`config.mk`:
```
export PLATFORM = sky130hd
export DESIGN_NAME = sit_cross
export DESIGN_NICKNAME = d
export VERILOG_FILES = /design/src/hw/rtl/segment_intersection_test_unit_macros.svh /design/src/hw/rtl/sit_pkg.sv /design/src/hw/rtl/sit_cross.sv
export SDC_FILE = /design/constraint.sdc
export NUM_CORES = 2
export LEC_CHECK = 0
export BUFFER_PORTS_ARGS = -buffer_cell sky130_fd_sc_hd__buf_2
export CORE_MARGIN = 2
export CORE_UTILIZATION = 55
export DETAILED_ROUTE_END_ITERATION = 16
export GPL_TIMING_DRIVEN = 0
export PLACE_DENSITY_LB_ADDON = 0.15
export SLEW_MARGIN = 30
export SYNTH_ARGS = -nofsm -noshare
export SYNTH_HDL_FRONTEND = slang
export SYNTH_SLANG_ARGS = --single-unit
```
`constraint.sdc`:
```
create_clock -name clk -period 14.1 [get_ports clk]
set_clock_uncertainty 0.15 [all_clocks]
set_input_delay 0 -clock clk [delete_from_list [all_inputs] [get_ports clk]]
set_output_delay 0 -clock clk [all_outputs]
set_load 0.05 [all_outputs]
```
`src/hw/rtl/segment_intersection_test_unit_macros.svh`:
```
// Assertion macros for the segment intersection test unit.
// The asserting module supplies clk and rst.
`ifndef SEGMENT_INTERSECTION_TEST_UNIT_MACROS_SVH
`define SEGMENT_INTERSECTION_TEST_UNIT_MACROS_SVH
`ifndef SYNTHESIS
`define SIT_ASSERT(lbl, prop) \
  lbl: assert property (@(posedge clk) disable iff (rst) prop) \
    else $error("segment intersection unit: assertion failed");
`define SIT_ASSERT_ALWAYS(lbl, prop) \
  lbl: assert property (@(posedge clk) prop) \
    else $error("segment intersection unit: assertion failed");
`else
`define SIT_ASSERT(lbl, prop)
`define SIT_ASSERT_ALWAYS(lbl, prop)
`endif
`endif

```
`src/hw/rtl/sit_pkg.sv`:
```
`timescale 1ns / 1ps
package sit_pkg;

  localparam int COORD_WIDTH = 16;
  localparam int DIFF_WIDTH  = COORD_WIDTH + 1;
  localparam int PROD_WIDTH  = 2 * DIFF_WIDTH;
  localparam int CROSS_WIDTH = PROD_WIDTH + 1;

  typedef logic signed [COORD_WIDTH-1:0] coord_t;
  typedef logic signed [DIFF_WIDTH-1:0]  diff_t;
  typedef logic signed [PROD_WIDTH-1:0]  prod_t;
  typedef logic signed [CROSS_WIDTH-1:0] cross_t;

  // Sign of a cross product: both clear means positive.
  typedef struct packed {
    logic neg;
    logic zero;
  } orient_t;

endpackage

```
`src/hw/rtl/sit_cross.sv`:
```
`timescale 1ns / 1ps
// Three-stage orientation of point c against the line a -> b:
// differences, products, then subtract and sign.
module sit_cross import sit_pkg::*; (
  input  logic    clk,
  input  coord_t  a_x,
  input  coord_t  a_y,
  input  coord_t  b_x,
  input  coord_t  b_y,
  input  coord_t  c_x,
  input  coord_t  c_y,
  output orient_t sgn
);

  diff_t  dbx, dby, dcx, dcy;
  prod_t  p_left, p_right;
  cross_t cp;

  always_ff @(posedge clk) begin
    dbx <= diff_t'(b_x) - diff_t'(a_x);
    dby <= diff_t'(b_y) - diff_t'(a_y);
    dcx <= diff_t'(c_x) - diff_t'(a_x);
    dcy <= diff_t'(c_y) - diff_t'(a_y);
  end

  always_ff @(posedge clk) begin
    p_left  <= dbx * dcy;
    p_right <= dcx * dby;
  end

  assign cp = cross_t'(p_left) - cross_t'(p_right);

  always_ff @(posedge clk) begin
    sgn.neg  <= cp[CROSS_WIDTH-1];
    sgn.zero <= (cp == '0);
  end

endmodule

```
==> results.toml <==
[status]
status = "finished, final reports clean"

[place]
place_area_mm2 = 0.0304
port_buffers = 98
place_hpwl_um = 67400
place_congestion = 0.971

[synthesis]
synthDistinctLibCells = 75
synth_xor_area_share_pct = 3.79
synthMuxAreaShare_pct = 0.181
avgSynthCellArea_um2 = 9.18
synth.most_common_cell = "inv_1"
yosys_warnings = 0
synthCells = 3169
netlist_area_mm2 = 0.0291
synth-edff-count = 0
synth_nets = 4131
ys.flop_type = "dfxtp_1"
synthTopCellsByArea = "fa_1 (41%), ha_1 (12%), dfxtp_1 (9.5%), inv_1 (9.0%), and2_1 (6.4%)"
synth_fa_ha_area_share_pct = 52.6
yosys.area.top_type = "fa_1"
ys_async_sr_fraction_pct = 0
synth_compound_area_share_pct = 8.00
synth.top_cell.area_share_pct = 41.1
ys_ff_latch = 138
synth_top_family_by_area = "adder cells"
seq_area_frac_synth_pct = 9.50
synthTopCellsByCount = "inv_1 (698), fa_1 (597), nand2_1 (319), and2_1 (296), ha_1 (268)"
synthSimpleGateAreaFrac_pct = 15.8

[setup_path]
critPathCaptureType = "flop"
start_kind = "flop"
crit_top_cell = "fa_1"
critPathArrivalTime_ps = 8080
worstPathCellList = "clkbuf_1 -> nand2_1 -> fa_1 -> fa_1 -> fa_1 -> fa_1 -> inv_1 -> fa_1 -> inv_1 -> fa_1 -> inv_1 -> ha_1 -> and4_1 -> and3_1 -> o211ai_1 -> a21boi_0 -> o21ai_0 -> a21boi_0 -> o221a_2 -> a21oi_1 -> o21ai_0 -> xnor2_1"
rr_worst_depth = 22
cp_top_family = "adder cells"
cp_num_buf_inv = 4
r2r_end = "p_left[33]"
path_class = "reg -> reg"
cp.required_ps = 14260
reg2reg_slack_ps = 6190
cp_slowest_cell = "dfxtp_1"
r2r-start = "dbx[9]"
slowest_delay_ps = 710
path_max_fanout = 10

[sta]
slew_violations = 0
hold_viol_final = 0
fmax_mhz = 126
fin_crit_ps = 7910
fin_setup_tns_ps = 0
worst_slew_pin_slew_ps = 811
max-slew-margin-rel_pct = 44.5
hold_slack_ps = 51.4
setup_viol = 0
rsz0062_at_grt = "no"
post-route-period-util_pct = 56.1

[global_routing]
grt_overflow = 0
antenna_found_initial = 5
grt_max_degree = 17
grt_util_all_layers_pct = 30.8
grt_pass1_vias = 24200
grt_pass1_wl_um = 128000

[die]
dieArea_mm2 = 0.0547
ios = 99
start_util_pct = 55.5
core_mm2 = 0.0524
die_w_um = 234
die_h_um = 234
core.rowCount = 84

[hold_path]
min_path_type = "in -> reg"
hold_path_end = "dcx[7]"
hold_start = "a_x[6]"
min_path_cells = 5

[route]
via_per_inst = 5.42
drt_wl_total_um = 79300
firstDrtPassIters = 5
drt_iter0_drc = 1637
drc_errors = 0
route.vias.total = 22300
postRouteAntennaNets = 0
drt-wirelength-per-cell_um = 19.2

[final_layout]
area_delta_synth_final_pct = 11.2
final_cell_area_mm2 = 0.0323
drive_gt1_share_pct = 4.52
nets = 4381
fill_cells = 4481

[clock_network]
cts_buffers = 17
cts_max_path_buffers = 2
clock_latency_ps = 470
cts_tree = "built"
clk_pin_slew_worst_paths_ps = 60
cts_max_level = 4
root_buffer = "clkbuf_16"
clock_sinks = 138

[flow_run]
maxCapViolCount = 0
[final cells by class]
cell class	count	area [um2]	area share [%]
clock buffer	18	439	1.36
antenna	4	10.0	0.0309
multi-input combinational	2248	23400	72.3
tap	688	861	2.66
sequential	138	2760	8.54
inverter	698	2620	8.10
timing repair buffer	231	1820	5.63
clock inverter	14	125	0.387
buffer	85	324	1.00
[state kept, by name, summed over array words and instances, names as in the netlist]
signal   count
p_left      34
p_right     34
dbx         17
dby         17
dcx         17
dcy         17
sgn          2
[per-stage QoR]
step / util (%) / cells / worst slack (ps)
after floorplan: - / 3169 / 7850
after CTS: 61.7 / 4120 / 6380
final: 61.7 / 4124 / 6190
after detailed placement: 58.0 / 3955 / 6410
after global routing: 61.7 / 4123 / 5850
after global placement: 58.0 / 3955 / 6470
[how the worst max path moves through the flow]
stage          slack, ps          end    from  cells after the start
5_1_grt             5850   p_left[33]  dbx[9]                     22
3_5_place_dp        6410   p_left[33]  dbx[9]                     22
6_report            6190   p_left[33]  dbx[9]                     22
2_1_floorplan       7850  p_right[33]  dby[8]                     24
4_1_cts             6380   p_left[33]  dbx[9]                     22
3_3_place_gp        6470   p_left[33]  dbx[9]                     22
[worst register-to-register path: cells and delay by family (launching register included)]
kind / cells / cell delay, ps
compound gates: 7 / 1690
xor+xnor: 1 / 410
buf+inv: 4 / 780
flops: 1 / 710
fa+ha+maj: 7 / 3420
simple gates: 3 / 610
[metal layers]
metal | global-route usage (%) | part of all wire [%] | vias to the layer above
li1 | - | - | 10200
met1 | 40.7 | 43 | 11200
met2 | 50.3 | 46 | 743
met3 | 6.64 | 7.3 | 146
met4 | 10.6 | 3.4 | 2
met5 | 0 | 0.010 | -
[logic make-up (layout without fill, tap and decap cells)]
kind of cell	count (synthesis)	after routing
fa+ha+maj	865	865
flops	138	138
buf+inv	783	1046
compound gates	345	345
other cells	0	4
mux	5	5
simple gates	907	907
xor+xnor	126	126
[placed cells by master (no fill, tap or decap), types with 10 or more instances in the layout]
cell type      count
inv_1            698
fa_1             597
nand2_1          319
and2_1           296
ha_1             268
dfxtp_1          138
dlygate4sd3_1    133
buf_2            101
nor2_1            97
xnor2_1           94
a21oi_1           88
clkbuf_1          81
o21ai_0           68
a21o_1            40
nand3_1           36
nor2b_1           33
nor3_1            32
xor2_1            32
nand2b_1          27
o21a_1            17
clkbuf_16         17
or3_1             15
and3_1            15
a31oi_1           13
o21bai_1          13
a21boi_0          11
o211ai_1          10
[repair_timing]
item / CTS / global route
endpoints found under the hold margin: 68 / 0
setup endpoints to repair: 0 / 0
gates resized for setup: 0 / 0
hold buffers: 133 / 0
setup buffers: 0 / 0
Power is not shown: default switching activity piles up to over one toggle a cycle in this logic, so the estimate is an artifact.
